--- config.mk ---
export PLATFORM = sky130hd
export DESIGN_NAME = frd_div
export DESIGN_NICKNAME = d
export VERILOG_FILES = /design/src/sv/frd_pkg.sv /design/src/sv/frd_div.sv
export SDC_FILE = /design/constraint.sdc
export NUM_CORES = 2
export LEC_CHECK = 0
export BUFFER_PORTS_ARGS = -buffer_cell sky130_fd_sc_hd__buf_4
export CAP_MARGIN = 20
export CORE_UTILIZATION = 60
export DETAILED_ROUTE_END_ITERATION = 16
export GPL_ROUTABILITY_DRIVEN = 0
export PLACE_DENSITY = 0.76
export SETUP_SLACK_MARGIN = 0.2
export SYNTH_ARGS = -nofsm -noshare
export SYNTH_HDL_FRONTEND = slang
export SYNTH_SLANG_ARGS = --single-unit
--- constraint.sdc ---
create_clock -name clk_i -period 9.2 [get_ports clk_i]
set_clock_uncertainty 0.2 [all_clocks]
set_input_delay 1.38 -clock clk_i [delete_from_list [all_inputs] [get_ports clk_i]]
set_output_delay 1.38 -clock clk_i [all_outputs]
set_load 0.02 [all_outputs]
--- src/sv/frd_pkg.sv ---
// Shared constants and formats of the Fresnel reflectance pipeline.
package frd_pkg;

  // Working fraction width of cosines, sines and Fresnel quotients (Q30).
  localparam int WORK_BITS = 30;
  // Square root: radicand up to 2^60, root up to 2^30.
  localparam int ROOT_W    = WORK_BITS + 1;
  localparam int RAD_W     = 2 * ROOT_W;
  // Refractive indices, unsigned Q2.14.
  localparam int INDEX_W   = 16;
  localparam logic [INDEX_W-1:0] INDEX_ONE   = 16'd16384;
  localparam logic [INDEX_W-1:0] INDEX_RESET = 16'd24576;

endpackage

--- src/sv/frd_div.sv ---
// Pipelined restoring divider, one quotient bit per stage.
module frd_div #(
  parameter int DEN_W  = 17,
  parameter int SIDE_W = 1
) (
  input  logic                          clk_i,
  input  logic                          rst_ni,
  input  logic                          en_i,
  input  logic                          valid_i,
  input  logic [DEN_W-1:0]              num_i,
  input  logic [frd_pkg::WORK_BITS-1:0] low_i,
  input  logic [DEN_W-1:0]              den_i,
  input  logic [SIDE_W-1:0]             side_i,
  output logic                          valid_o,
  output logic [frd_pkg::WORK_BITS-1:0] quo_o,
  output logic [SIDE_W-1:0]             side_o
);
  import frd_pkg::*;

  logic                 vld_q  [WORK_BITS];
  logic [DEN_W-1:0]     rem_q  [WORK_BITS];
  logic [WORK_BITS-1:0] quo_q  [WORK_BITS];
  logic [WORK_BITS-1:0] low_q  [WORK_BITS];
  logic [DEN_W-1:0]     den_q  [WORK_BITS];
  logic [SIDE_W-1:0]    side_q [WORK_BITS];

  for (genvar k = 0; k < WORK_BITS; k++) begin : g_stage
    logic                 v_in;
    logic [DEN_W-1:0]     rem_in;
    logic [WORK_BITS-1:0] quo_in;
    logic [WORK_BITS-1:0] low_in;
    logic [DEN_W-1:0]     den_in;
    logic [SIDE_W-1:0]    side_in;
    logic [DEN_W:0]       cur;
    logic [DEN_W:0]       diff;

    if (k == 0) begin : g_first
      assign v_in    = valid_i;
      assign rem_in  = num_i;
      assign quo_in  = '0;
      assign low_in  = low_i;
      assign den_in  = den_i;
      assign side_in = side_i;
    end else begin : g_next
      assign v_in    = vld_q[k-1];
      assign rem_in  = rem_q[k-1];
      assign quo_in  = quo_q[k-1];
      assign low_in  = low_q[k-1];
      assign den_in  = den_q[k-1];
      assign side_in = side_q[k-1];
    end

    assign cur  = {rem_in, low_in[WORK_BITS-1]};
    assign diff = cur - {1'b0, den_in};

    always_ff @(posedge clk_i or negedge rst_ni) begin
      if (!rst_ni) begin
        vld_q[k] <= 1'b0;
      end else if (en_i) begin
        vld_q[k] <= v_in;
      end
    end

    always_ff @(posedge clk_i) begin
      if (en_i) begin
        if (cur >= {1'b0, den_in}) begin
          rem_q[k] <= diff[DEN_W-1:0];
          quo_q[k] <= {quo_in[WORK_BITS-2:0], 1'b1};
        end else begin
          rem_q[k] <= cur[DEN_W-1:0];
          quo_q[k] <= {quo_in[WORK_BITS-2:0], 1'b0};
        end
        low_q[k]  <= low_in << 1;
        den_q[k]  <= den_in;
        side_q[k] <= side_in;
      end
    end
  end

  assign valid_o = vld_q[WORK_BITS-1];
  assign quo_o   = quo_q[WORK_BITS-1];
  assign side_o  = side_q[WORK_BITS-1];

endmodule

# Word-level counts from Yosys, hierarchy flattened
# Memories as Yosys holds them, arrays and structs flattened.
# Cells that the tools add are included.
dict set report word_totals {
  reg_bits 30
  ram_bits 2820
  input_bits 69
  out_inout_bits 32
  n_memories 5
}
dict set report classes {
  n_addsub 30
  n_lt_le_gt_ge 30
  n_mux 242
  bitwise_logic 60
}
# memory words word_bits read_ports rd_ports_with_merged_regs write_ports line_no
set memory_table {}
lappend memory_table {quo_q 30 30 30 0 30 frd_div.sv:22} ;# logic [WORK_BITS-1:0] quo_q [WORK_BITS];
lappend memory_table {low_q 30 29 29 0 30 frd_div.sv:23} ;# logic [WORK_BITS-1:0] low_q [WORK_BITS];
lappend memory_table {den_q 30 17 29 0 30 frd_div.sv:24} ;# logic [DEN_W-1:0] den_q [WORK_BITS];
lappend memory_table {rem_q 30 17 29 0 30 frd_div.sv:21} ;# logic [DEN_W-1:0] rem_q [WORK_BITS];
lappend memory_table {side_q 30 1 30 0 30 frd_div.sv:25} ;# logic [SIDE_W-1:0] side_q [WORK_BITS];
# cell n
set ops {}
lappend ops {{$mux W30} 30}
lappend ops {{$ge A18 B17 Y1} 30}
lappend ops {{$mux W17} 30}
lappend ops {{$sub A17 B17 Y17} 30}
lappend ops {{$mux W1} 182}
lappend ops {{$or A1 B1 Y1} 60}

# Longest topological paths before layout
# An unclocked memory read counts as a cell.
dict set report depth {
  ltp_word 6
  mapped_depth 13
  depth_no_buf 12
}

# Least setup slack after synthesis
# No wires, ideal clock.
dict set report synth_path {
  path_kind {input to register}
  from {input en_i}
  to {memory quo_q[25][0] (netlist: quo_q[1][270]), enable pin}
  t_arrival_ns 3.424
  slack_ns 5.161
  path_stages 4
  path_buffers 4
  cell_sequence {clkbuf_1 buf_1 clkbuf_1 clkbuf_1}
}
# element line_no
set synth_lines {}
lappend synth_lines {{from (decl)} frd_div.sv:8} ;# input logic en_i,
lappend synth_lines {{to (decl)} frd_div.sv:22}

==> qor.txt <==
Status: finished clean
Max_cap viols: 0
Ys async rst share: 1.542%
First-pass GRT wire length: 259,100 µm
Fin util: 67.00%
Hold Buf Count CTS: 0
Hold Crit Depth: 0
RSZ-0062 raised after global routing: no
Hold worst-path end: low_q[0][102]
I/O pins: 101
Max Clk Rate: 245.1 MHz
Post-Syn Instances: 6,577
Sw Pwr: 0.01011 W
P&R area growth vs syn: 10.27%
Total wire length: 161,200 µm
Sequential Power Share: 41.2%
DIE WIDTH: 389.9 µm
Commonest cells after routing, fill and taps aside: edfxtp_1 (1,915), inv_1 (667), ha_1 (510)
RR Startpoint: den_q[0][153]
EDFF count, synth: 1,915
R2r setup slk: 5.12 ns
Share of layout cells above drive strength 1: 11.88%
Post-CTS setup buffers: 0
Top Metal Used: met4
Grt ovf: 0
Clock Sinks: 1,946
Initial antenna violation count: 2
Crit-path max FO: 28
Comb pwr share: 34.4%
Setup_tns: 0 ns
Primary FF master, synth: edfxtp_1
Met3 routed WL: 8368 µm
Crit Path Category: reg2reg
Critical path required time: 9.54 ns
Final setup fails: 0
Die extent in y: 389.9 µm
Routed Antenna Nets: 0
Post-CTS sizing: 0
DIE AREA: 152,000 µm²
GRT Overall Usage: 21.23%
Worst Tran Pin Value: 1.071 ns
Overall Power: 0.03181 W
Pwr Density: 319.6 nW/µm²
Root buf cell: clkbuf_16
CTS Buf Count: 192
Worst VDD drop: 0.2258 mV
Final worst path period share: 44.35%
Syn nets: 7,185
Largest net degree at the start of global routing: 188
Worst Min Path Start: low_q[0][72]
Final Slew Violations: 0
Worst reg2reg path depth: 9
Routed via count: 50,980
Later-pin clock latency in the skew report: 0.81 ns
Drt pass-1 iters: 6
Worst Path Arrival: 4.42 ns
Final Hold Viols: 0
Slew HR: 28.62%
Nets@finish: 7,368
WL/cell: 18.07 µm
Synth Register Bits: 1,946
Syn Std Cell Area: 90,260 µm²
Vias in the first global route: 49,960
Lkg Pwr: 38.61 nW
Worst Setup End Kind: flip-flop
DRT iter0 DRCs: 4,163
Sw Share: 31.78%
# rows: 141
Sequential fraction of the synthesis area: 64.57%
Commonest non-fill, non-tap cell in the layout: edfxtp_1
Port Buffers: 100
DR WL met2: 78,010 µm
Area of the core: 148,500 µm²
Clock network power share: 24.3%
RR Endpoint: rem_q[0][177]
Clock Path Buffers: 3
HPWL Detailed: 113,600 µm
Met1 wire length: 69,180 µm
# fillers: 10,500
# H-tree levels: 4
Synthesis Warnings: 0
Remaining DRCs: 0
Final worst path period need: 4.081 ns
Pint: 0.02170 W
Initial core utilization: 60.76%
Synthesized area per cell: 13.72 µm²
CP Launch Type: flip-flop
Tightest Hold Check Type: reg2reg
Distinct cell type count after synthesis: 95
TritonCTS clock tree: yes
Via density: 5.714
Clock transition at the registers of the reported paths: 0.06 ns
per-layer routing:
| layer | vias up | track usage [%] |
|---|---|---|
| met2 | 1269 | 35.28 |
| met1 | 24620 | 28.21 |
| li1 | 24760 | - |
| met4 | 0 | 8.207 |
| met3 | 328 | 3.344 |
| met5 | - | 0 |
critical path: stages (launching register included):
cell      delay, ns
edfxtp_1       0.48
ha_1           0.27
fa_1           0.42
nor2b_1        0.20
o21bai_1       0.10
a31oi_1        0.48
a211oi_1       0.22
or2_2          0.34
nand2_1        0.69
mux2_2         0.42
Yosys cell counts, types with 10 or more instances:
library cell / instances / share of area [%]
dfrtp_1: 30 / 0.83
o31a_1: 18 / 0.17
ha_1: 510 / 7.1
nor4_1: 18 / 0.12
nor2b_1: 74 / 0.51
mux2i_1: 49 / 0.54
a31o_2: 16 / 0.16
a221oi_1: 13 / 0.13
a21o_1: 121 / 1.0
xnor2_1: 234 / 2.3
nor3_1: 108 / 0.60
a31oi_1: 50 / 0.35
clkbuf_1: 100 / 0.42
o2111ai_1: 10 / 0.097
nand4_1: 61 / 0.42
edfxtp_1: 1915 / 64
o21ai_0: 245 / 1.4
o31ai_1: 30 / 0.25
mux2_2: 316 / 3.9
a211o_1: 13 / 0.13
nand3_1: 120 / 0.67
or2_2: 20 / 0.14
inv_1: 667 / 2.8
or3_1: 28 / 0.19
a21boi_0: 23 / 0.19
o211ai_1: 58 / 0.48
nor2_1: 377 / 1.6
a211oi_1: 28 / 0.23
o21a_1: 76 / 0.63
buf_2: 18 / 0.10
a311oi_1: 13 / 0.13
and3_1: 43 / 0.30
xor2_1: 133 / 1.3
nand2_1: 288 / 1.2
nand3b_1: 11 / 0.091
nand2b_1: 51 / 0.35
and2_1: 42 / 0.29
a21oi_1: 383 / 2.1
buf_4: 14 / 0.12
o21bai_1: 22 / 0.18
fa_1: 29 / 0.64
nand4b_1: 12 / 0.12
through the flow:
step / worst slack (ns) / cell area, µm² / instances / hold slack (ns)
after floorplan: 5.161 / 90260 / 6577 / 0.2003
final: 5.119 / 99530 / 8922 / 0.2016
after CTS: 5.080 / 99500 / 8919 / 0.1980
after global placement: 4.565 / 93160 / 8565 / 0.2001
after detailed placement: 4.434 / 93180 / 8566 / 0.2045
after global routing: 4.881 / 99530 / 8921 / 0.2014
power groups by stage:
stage	registers (W)	clock network, W	logic, W
final	0.0131	0.00774	0.0110
after global routing	0.0132	0.00826	0.0122
after CTS	0.0131	0.00795	0.0109
after detailed placement	0.0133	0	0.0108
after global placement	0.0133	0	0.0104
after floorplan	0.0127	0	0.00885
state kept, by name (all words and copies together) (netlist names):
register      count
side_q           30
quo_q           465
den_q           493
low_q           435
g_stage.v_in     29
valid_o           1
rem_q           493
worst max-delay path by stage:
stage | from | endpoint | depth (start not counted)
2_1_floorplan | en_i | quo_q[1][270] | 4
3_3_place_gp | en_i | rem_q[0][206] | 6
3_5_place_dp | en_i | rem_q[0][208] | 6
4_1_cts | den_q[1][119] | rem_q[1][142] | 10
5_1_grt | den_q[1][119] | rem_q[1][139] | 10
6_report | den_q[0][153] | rem_q[0][177] | 9
cell families after synthesis:
family          count (synthesis)  synth area share (%)
fa+ha+maj                     539                 7.713
buf+inv                       809                 3.514
simple gates                 1287                 6.892
mux                           378                 4.681
compound gates               1251                 9.072
flops                        1946                 64.57
xor+xnor                      367                 3.561
area by class of cell:
| type | count | area (µm²) | area share (%) |
|---|---|---|---|
| Clock inverter | 118 | 1257 | 1.263 |
| Timing Repair Buffer | 130 | 1094 | 1.099 |
| Antenna cell | 1 | 2.502 | 0.002514 |
| Inverter | 668 | 2507 | 2.519 |
| Tap cell | 2002 | 2505 | 2.517 |
| Clock buffer | 235 | 5060 | 5.084 |
| Sequential cell | 1946 | 58280 | 58.55 |
| Multi-Input combinational cell | 3822 | 28830 | 28.96 |
Note: power is estimated with default switching activity, not from simulation.
