--- src/sv/frd_pkg.sv ---
// Shared constants and formats of the Fresnel reflectance pipeline.
package frd_pkg;

  // Working fraction width of cosines, sines and Fresnel quotients (Q30).
  localparam int WORK_BITS = 30;
  // Square root: radicand up to 2^60, root up to 2^30.
  localparam int ROOT_W    = WORK_BITS + 1;
  localparam int RAD_W     = 2 * ROOT_W;
  // Refractive indices, unsigned Q2.14.
  localparam int INDEX_W   = 16;
  localparam logic [INDEX_W-1:0] INDEX_ONE   = 16'd16384;
  localparam logic [INDEX_W-1:0] INDEX_RESET = 16'd24576;

endpackage

--- src/sv/frd_isqrt.sv ---
// Pipelined integer square root, one root bit per stage.
module frd_isqrt #(
  parameter int SIDE_W = 1
) (
  input  logic                      clk_i,
  input  logic                      rst_ni,
  input  logic                      en_i,
  input  logic                      valid_i,
  input  logic [frd_pkg::RAD_W-1:0] rad_i,
  input  logic [SIDE_W-1:0]         side_i,
  output logic                      valid_o,
  output logic [frd_pkg::ROOT_W-1:0] root_o,
  output logic [SIDE_W-1:0]         side_o
);
  import frd_pkg::*;

  localparam int RemW = ROOT_W + 2;

  logic              vld_q  [ROOT_W];
  logic [RemW-1:0]   rem_q  [ROOT_W];
  logic [ROOT_W-1:0] root_q [ROOT_W];
  logic [RAD_W-1:0]  rad_q  [ROOT_W];
  logic [SIDE_W-1:0] side_q [ROOT_W];

  for (genvar k = 0; k < ROOT_W; k++) begin : g_stage
    logic              v_in;
    logic [RemW-1:0]   rem_in;
    logic [ROOT_W-1:0] root_in;
    logic [RAD_W-1:0]  rad_in;
    logic [SIDE_W-1:0] side_in;
    logic [RemW-1:0]   cur;
    logic [RemW-1:0]   trial;

    if (k == 0) begin : g_first
      assign v_in    = valid_i;
      assign rem_in  = '0;
      assign root_in = '0;
      assign rad_in  = rad_i;
      assign side_in = side_i;
    end else begin : g_next
      assign v_in    = vld_q[k-1];
      assign rem_in  = rem_q[k-1];
      assign root_in = root_q[k-1];
      assign rad_in  = rad_q[k-1];
      assign side_in = side_q[k-1];
    end

    // Bring down the next two radicand bits and try root*4+1.
    assign cur   = {rem_in[RemW-3:0], rad_in[RAD_W-1 -: 2]};
    assign trial = {root_in, 2'b01};

    always_ff @(posedge clk_i or negedge rst_ni) begin
      if (!rst_ni) begin
        vld_q[k] <= 1'b0;
      end else if (en_i) begin
        vld_q[k] <= v_in;
      end
    end

    always_ff @(posedge clk_i) begin
      if (en_i) begin
        if (cur >= trial) begin
          rem_q[k]  <= cur - trial;
          root_q[k] <= {root_in[ROOT_W-2:0], 1'b1};
        end else begin
          rem_q[k]  <= cur;
          root_q[k] <= {root_in[ROOT_W-2:0], 1'b0};
        end
        rad_q[k]  <= rad_in << 2;
        side_q[k] <= side_in;
      end
    end
  end

  assign valid_o = vld_q[ROOT_W-1];
  assign root_o  = root_q[ROOT_W-1];
  assign side_o  = side_q[ROOT_W-1];

endmodule

--- config.mk ---
export PLATFORM = sky130hd
export DESIGN_NAME = frd_isqrt
export DESIGN_NICKNAME = d
export VERILOG_FILES = /design/src/sv/frd_pkg.sv /design/src/sv/frd_isqrt.sv
export SDC_FILE = /design/constraint.sdc
export NUM_CORES = 2
export LEC_CHECK = 0
export BUFFER_PORTS_ARGS = -buffer_cell sky130_fd_sc_hd__clkbuf_2
export CAP_MARGIN = 20
export CORE_UTILIZATION = 30
export DETAILED_ROUTE_END_ITERATION = 12
export PLACE_DENSITY = 0.46
export SLEW_MARGIN = 40
export SYNTH_ARGS = -nofsm -noshare
export SYNTH_HDL_FRONTEND = slang
export SYNTH_SLANG_ARGS = --single-unit
--- constraint.sdc ---
create_clock -name clk_i -period 4.4 [get_ports clk_i]
set_input_delay 0.22 -clock clk_i [delete_from_list [all_inputs] [get_ports clk_i]]
set_output_delay 0.22 -clock clk_i [all_outputs]
set_load 0.02 [all_outputs]
== Word-level counts from Yosys, hierarchy flattened ==
Memories as Yosys holds them, arrays and structs flattened.
Index checks and enable logic that the tools add are counted.

* Memories: 4
* Memory bits (writable): 3875
* Flip-flop bits (word level): 31
* Logic and storage cells: 409

{| class="wikitable"
|+ Memory list
! name !! words !! width !! read ports !! clocked after Yosys merged registers in !! wr ports !! line !! source
|-
| rad_q || 31 || 60 || 30 || 0 || 31 || frd_isqrt.sv:22 || <nowiki>logic [RAD_W-1:0] rad_q [ROOT_W];</nowiki>
|-
| rem_q || 31 || 33 || 30 || 0 || 31 || frd_isqrt.sv:20 || <nowiki>logic [RemW-1:0] rem_q [ROOT_W];</nowiki>
|-
| root_q || 31 || 31 || 31 || 0 || 31 || frd_isqrt.sv:21 || <nowiki>logic [ROOT_W-1:0] root_q [ROOT_W];</nowiki>
|-
| side_q || 31 || 1 || 31 || 0 || 31 || frd_isqrt.sv:23 || <nowiki>logic [SIDE_W-1:0] side_q [ROOT_W];</nowiki>
|}

* $lt $le $gt $ge: 31
* Multiplexer cells: 250
* Bitwise logic cells: 62
* Add/subtract/negate cells: 31

{| class="wikitable"
|+ Operators with widths
! cell !! number
|-
| two-way mux 33 bit || 31
|-
| >= comparator 33 bit || 30
|-
| subtractor 33 bit || 30
|-
| two-way mux 31 bit || 31
|-
| two-way mux 1 bit || 188
|-
| OR 1 bit || 62
|-
| subtractor 2 x 1 -> 3 bit (second input constant) || 1
|-
| >= comparator 2 x 1 -> 1 bit (second input constant) || 1
|}

== Logic depth before layout (Yosys ltp) ==
An unclocked memory read counts as a cell.

* Depth in word-level cells: 6
* Depth in mapped cells: 15
* Mapped depth without buffers: 13

== Worst setup path before layout ==
OpenSTA, ideal clock, no wires.

* Kind: flip-flop to flip-flop
* From: mem rem_q[1][168] (netlist bit)
* To: mem rem_q[1][226] (netlist bit), data pin
* Setup time: 258 ps
* Slack: 833 ps
* Stages on the path, launching flop included: 13
* Arrival: 3309 ps
* Path buffers: 1
* Path through: edfxtp_1 ha_1 a21oi_1 o21ai_0 or2_2 o41a_1 or2_1 a22o_1 a2111oi_0 buf_2 nor2_1 and4b_1 xor2_1

{| class="wikitable"
|+ RTL lines
! item !! line
|-
| start, declared || frd_isqrt.sv:20
|}

==> summary.md <==
| Metric | Value |
|---|---|
| Final min period | 3.92 ns |
| Total Wirelength | 236 mm |
| Ports | 100 |
| Synthesized area | 110,000 sq um |
| Final Core Density | 0.349 |
| Grt ovf | 0 |
| Hold path startpoint | rad_i[16] |
| Routability Congestion | 0.843 |
| Final instance count without filler cells | 13,924 |
| Asr flop ratio synth | 0.0131 |
| Initial antenna violation count | 4 |
| Area of the multi-input gates | 35,400 sq um |
| Startpoint types | register |
| First-pass DRT Iterations | 5 |
| TritonCTS Buffers | 289 |
| Worst Path Required | 5.01 ns |
| Share of cells above drive strength 1 | 0.0863 |
| Via count | 65,618 |
| Die W | 607 um |
| Worst hold path type | input port to register |
| Reg clk slew, reported paths | 0.06 ns |
| Net Count, Synth | 9,100 |
| Max H-tree Level | 5 |
| Residual DRC | 0 |
| Crit path max fanout | 18 |
| PortBufs | 99 |
| RSZ-0062 raised after global routing | no |
| Period Utilization, post-route | 0.890 |
| Setup Skew | 0.0670 ns |
| Maximum number of pins on one net before global-route repair | 168 |
| Post-Syn Area per Cell | 12.9 sq um |
| CP Launch Point | rem_q[1][66]$_DFFE_PP_ |
| Cell count after placement | 13,310 |
| CP endpoint kind | register |
| Die area | 369,000 sq um |
| Crit Path Class | register to register |
| # clock sinks | 2,375 |
| Reg2Reg Launch Point | rem_q[1][66]$_DFFE_PP_ |
| Yosys warning count | 0 |
| Worst Path Arrival | 4.52 ns |
| Least-Margin Pin Slew | 0.902 ns |
| Final Power | 67,100 uW |
| Skew-Pair Late Insertion Delay | 0.90 ns |
| Initial core utilization | 0.302 |
| Pwr/cell area | 529 nW/um^2 |
| Number of synthesized flops with an enable pin | 2,343 |
| DRT iter0 DRCs | 4,207 |
| WL per Instance | 17.0 um |
| GRT Util Overall | 0.126 |
| Site Rows | 221 |
| Area contributors post-synth | edfxtp_1 (64%), ha_1 (6.0%), xnor2_1 (3.1%), xor2_1 (2.7%), inv_1 (2.4%) |
| Die Height | 607 um |
| Static Leak | 0.0478 uW |
| Vias in the first global route | 66,115 |
| Antenna-violating nets left | 0 |
| Cells after synthesis | 8,504 |
| Share of the synthesized area in the top cell type | 0.640 |
| Final nets | 9,510 |
| Fillers | 35,467 |
| Max-cap violations | 0 |
| Hold Vio Cnt, Final | 0 |
| Clock tree buffer depth | 4 |
| Root buffer cell | clkbuf_16 |
| Post-cts gate resize count | 0 |
| First-pass GRT wire length | 371 mm |
| Top achievable clock speed | 255 MHz |
| Slew Limit Headroom | 0.393 |
| Aggregate negative setup slack | 0 ns |
| Synth Register Bits | 2,375 |
| Storage cell area | 71,200 sq um |
| Status | complete, no violations |
| Core ar. | 363,000 sq um |
| Slew Limit Fails | 0 |
| Register area share after synthesis | 0.648 |
| Number of vias per cell | 4.71 |
| Unique masters post-synth | 91 |
| CTS tree | done |
| Primary FF master, synth | edfxtp_1 |
| Maximum ir drop on the vdd rail | 0.287 mV |
| WHS | 0.0886 ns |
| Synth area leader | edfxtp_1 |
| Setup violators final | 0 |
| Area Growth Syn to Fin | 15.6% |
| Post-DP HPWL | 170 mm |
## worst max-delay path, stage by stage, from the launching register on
cell and delay [ns]:
edfxtp_1 0.39, ha_1 0.38, o21a_1 0.15, o21a_1 0.18
o21ai_0 0.16, nand2b_1 0.14, a221o_1 0.43, a221o_1 0.47
a21o_1 0.28, a311oi_2 0.53, buf_4 0.32, inv_1 0.08
nor2_1 0.10, nor2_1 0.05
## metal layers
metal,vias up,GRT usage,wire (um)
met3,414,0.0167,8620
li1,32142,-,-
met2,1173,0.220,116000
met4,0,0.0441,7730
met1,31889,0.159,104000
met5,-,0,0
## metrics by stage
step / instance area (sq um) / setup WS (ns)
global route: 127000 / 0.222
detailed placement: 117000 / 0.472
CTS: 127000 / 0.492
global placement: 117000 / 0.469
floorplan: 110000 / 0.833
finish: 127000 / 0.485
## synth_stat cells, types with 92 or more instances
cell type	count
o21ai_0	490
nor3_1	219
xnor2_1	390
nor2_1	462
nand2b_1	111
ha_1	529
edfxtp_1	2343
nand2_1	640
nand4_1	92
clkbuf_1	174
nand3_1	139
a21o_1	201
a21oi_1	471
inv_1	707
o21a_1	99
nor4_1	99
xor2_1	337
## layout by cell type, fill, tap and decap left out, types with 54 or more instances in the layout
| master | n |
|---|---|
| or3_1 | 88 |
| nor2b_1 | 76 |
| a21o_1 | 201 |
| xor2_1 | 337 |
| ha_1 | 529 |
| nand4_1 | 92 |
| nand2b_1 | 111 |
| xnor2_1 | 390 |
| clkbuf_16 | 300 |
| o21ai_0 | 490 |
| nand2_1 | 640 |
| clkbuf_1 | 61 |
| clkbuf_2 | 98 |
| buf_4 | 87 |
| nor3_1 | 217 |
| inv_1 | 707 |
| mux2_2 | 79 |
| o21a_1 | 99 |
| clkinv_1 | 58 |
| a21oi_1 | 470 |
| o31ai_1 | 54 |
| dlygate4sd3_1 | 103 |
| nor2_1 | 461 |
| nand3_1 | 139 |
| or2_2 | 54 |
| nor4_1 | 99 |
| edfxtp_1 | 2343 |
## cell families (layout without fill, tap and decap cells)
family / Yosys count / after routing / share of synthesized area
buffers and inverters: 903 / 1528 / 0.0309
AOI/OAI and AO/OA: 1635 / 1635 / 0.0917
and+or+nand+nor: 2244 / 2244 / 0.102
DFF: 2375 / 2375 / 0.648
other: 0 / 1 / 0
xor gates and xnor gates: 727 / 727 / 0.0580
adders and majority gates: 529 / 529 / 0.0603
muxes: 91 / 91 / 0.00919
## path summary, 6_finish.rpt
check                      slack, ns  depth (start not counted)                            to
max                             0.48                         13       rem_q[1][107]$_DFFE_PP_
min                             0.09                          2        rad_q[0][16]$_DFFE_PP_
max reg2reg                     0.48                         13       rem_q[1][107]$_DFFE_PP_
min reg2reg                     0.36                          0       rad_q[0][415]$_DFFE_PP_
max in group asynchronous       3.87                          4  g_stage[12].v_in$_DFFE_PN0P_
min in group asynchronous       0.37                          4   g_stage[1].v_in$_DFFE_PN0P_
## cell type report
cell class | instances | share of cell area
Inverter | 710 | 0.0210
Sequential cell | 2375 | 0.560
Tap cell | 4794 | 0.0472
Multi-Input combinational cell | 5226 | 0.279
Antenna cell | 1 | 0.0000197
Clock buffer | 366 | 0.0615
Clock inverter | 140 | 0.0101
Timing Repair Buffer | 312 | 0.0208
## flip-flops by register name (all words and copies together), names as in the netlist
register,cells
g_stage.v_in,30
rad_q,930
root_q,496
side_q,31
rem_q,887
valid_o,1
## where the power goes
| group | leakage, uW | internal [uW] | switching (uW) |
|---|---|---|---|
| sequential | 0.0230 | 28700 | 2020 |
| combinational | 0.0204 | 5700 | 7760 |
| clock | 0.00443 | 13600 | 9320 |
## what timing repair did
action,CTS,global route
hold endpoints to repair,132,0
buffers inserted,0,0
hold buffers,104,0
(Power assumes the default switching activity.)
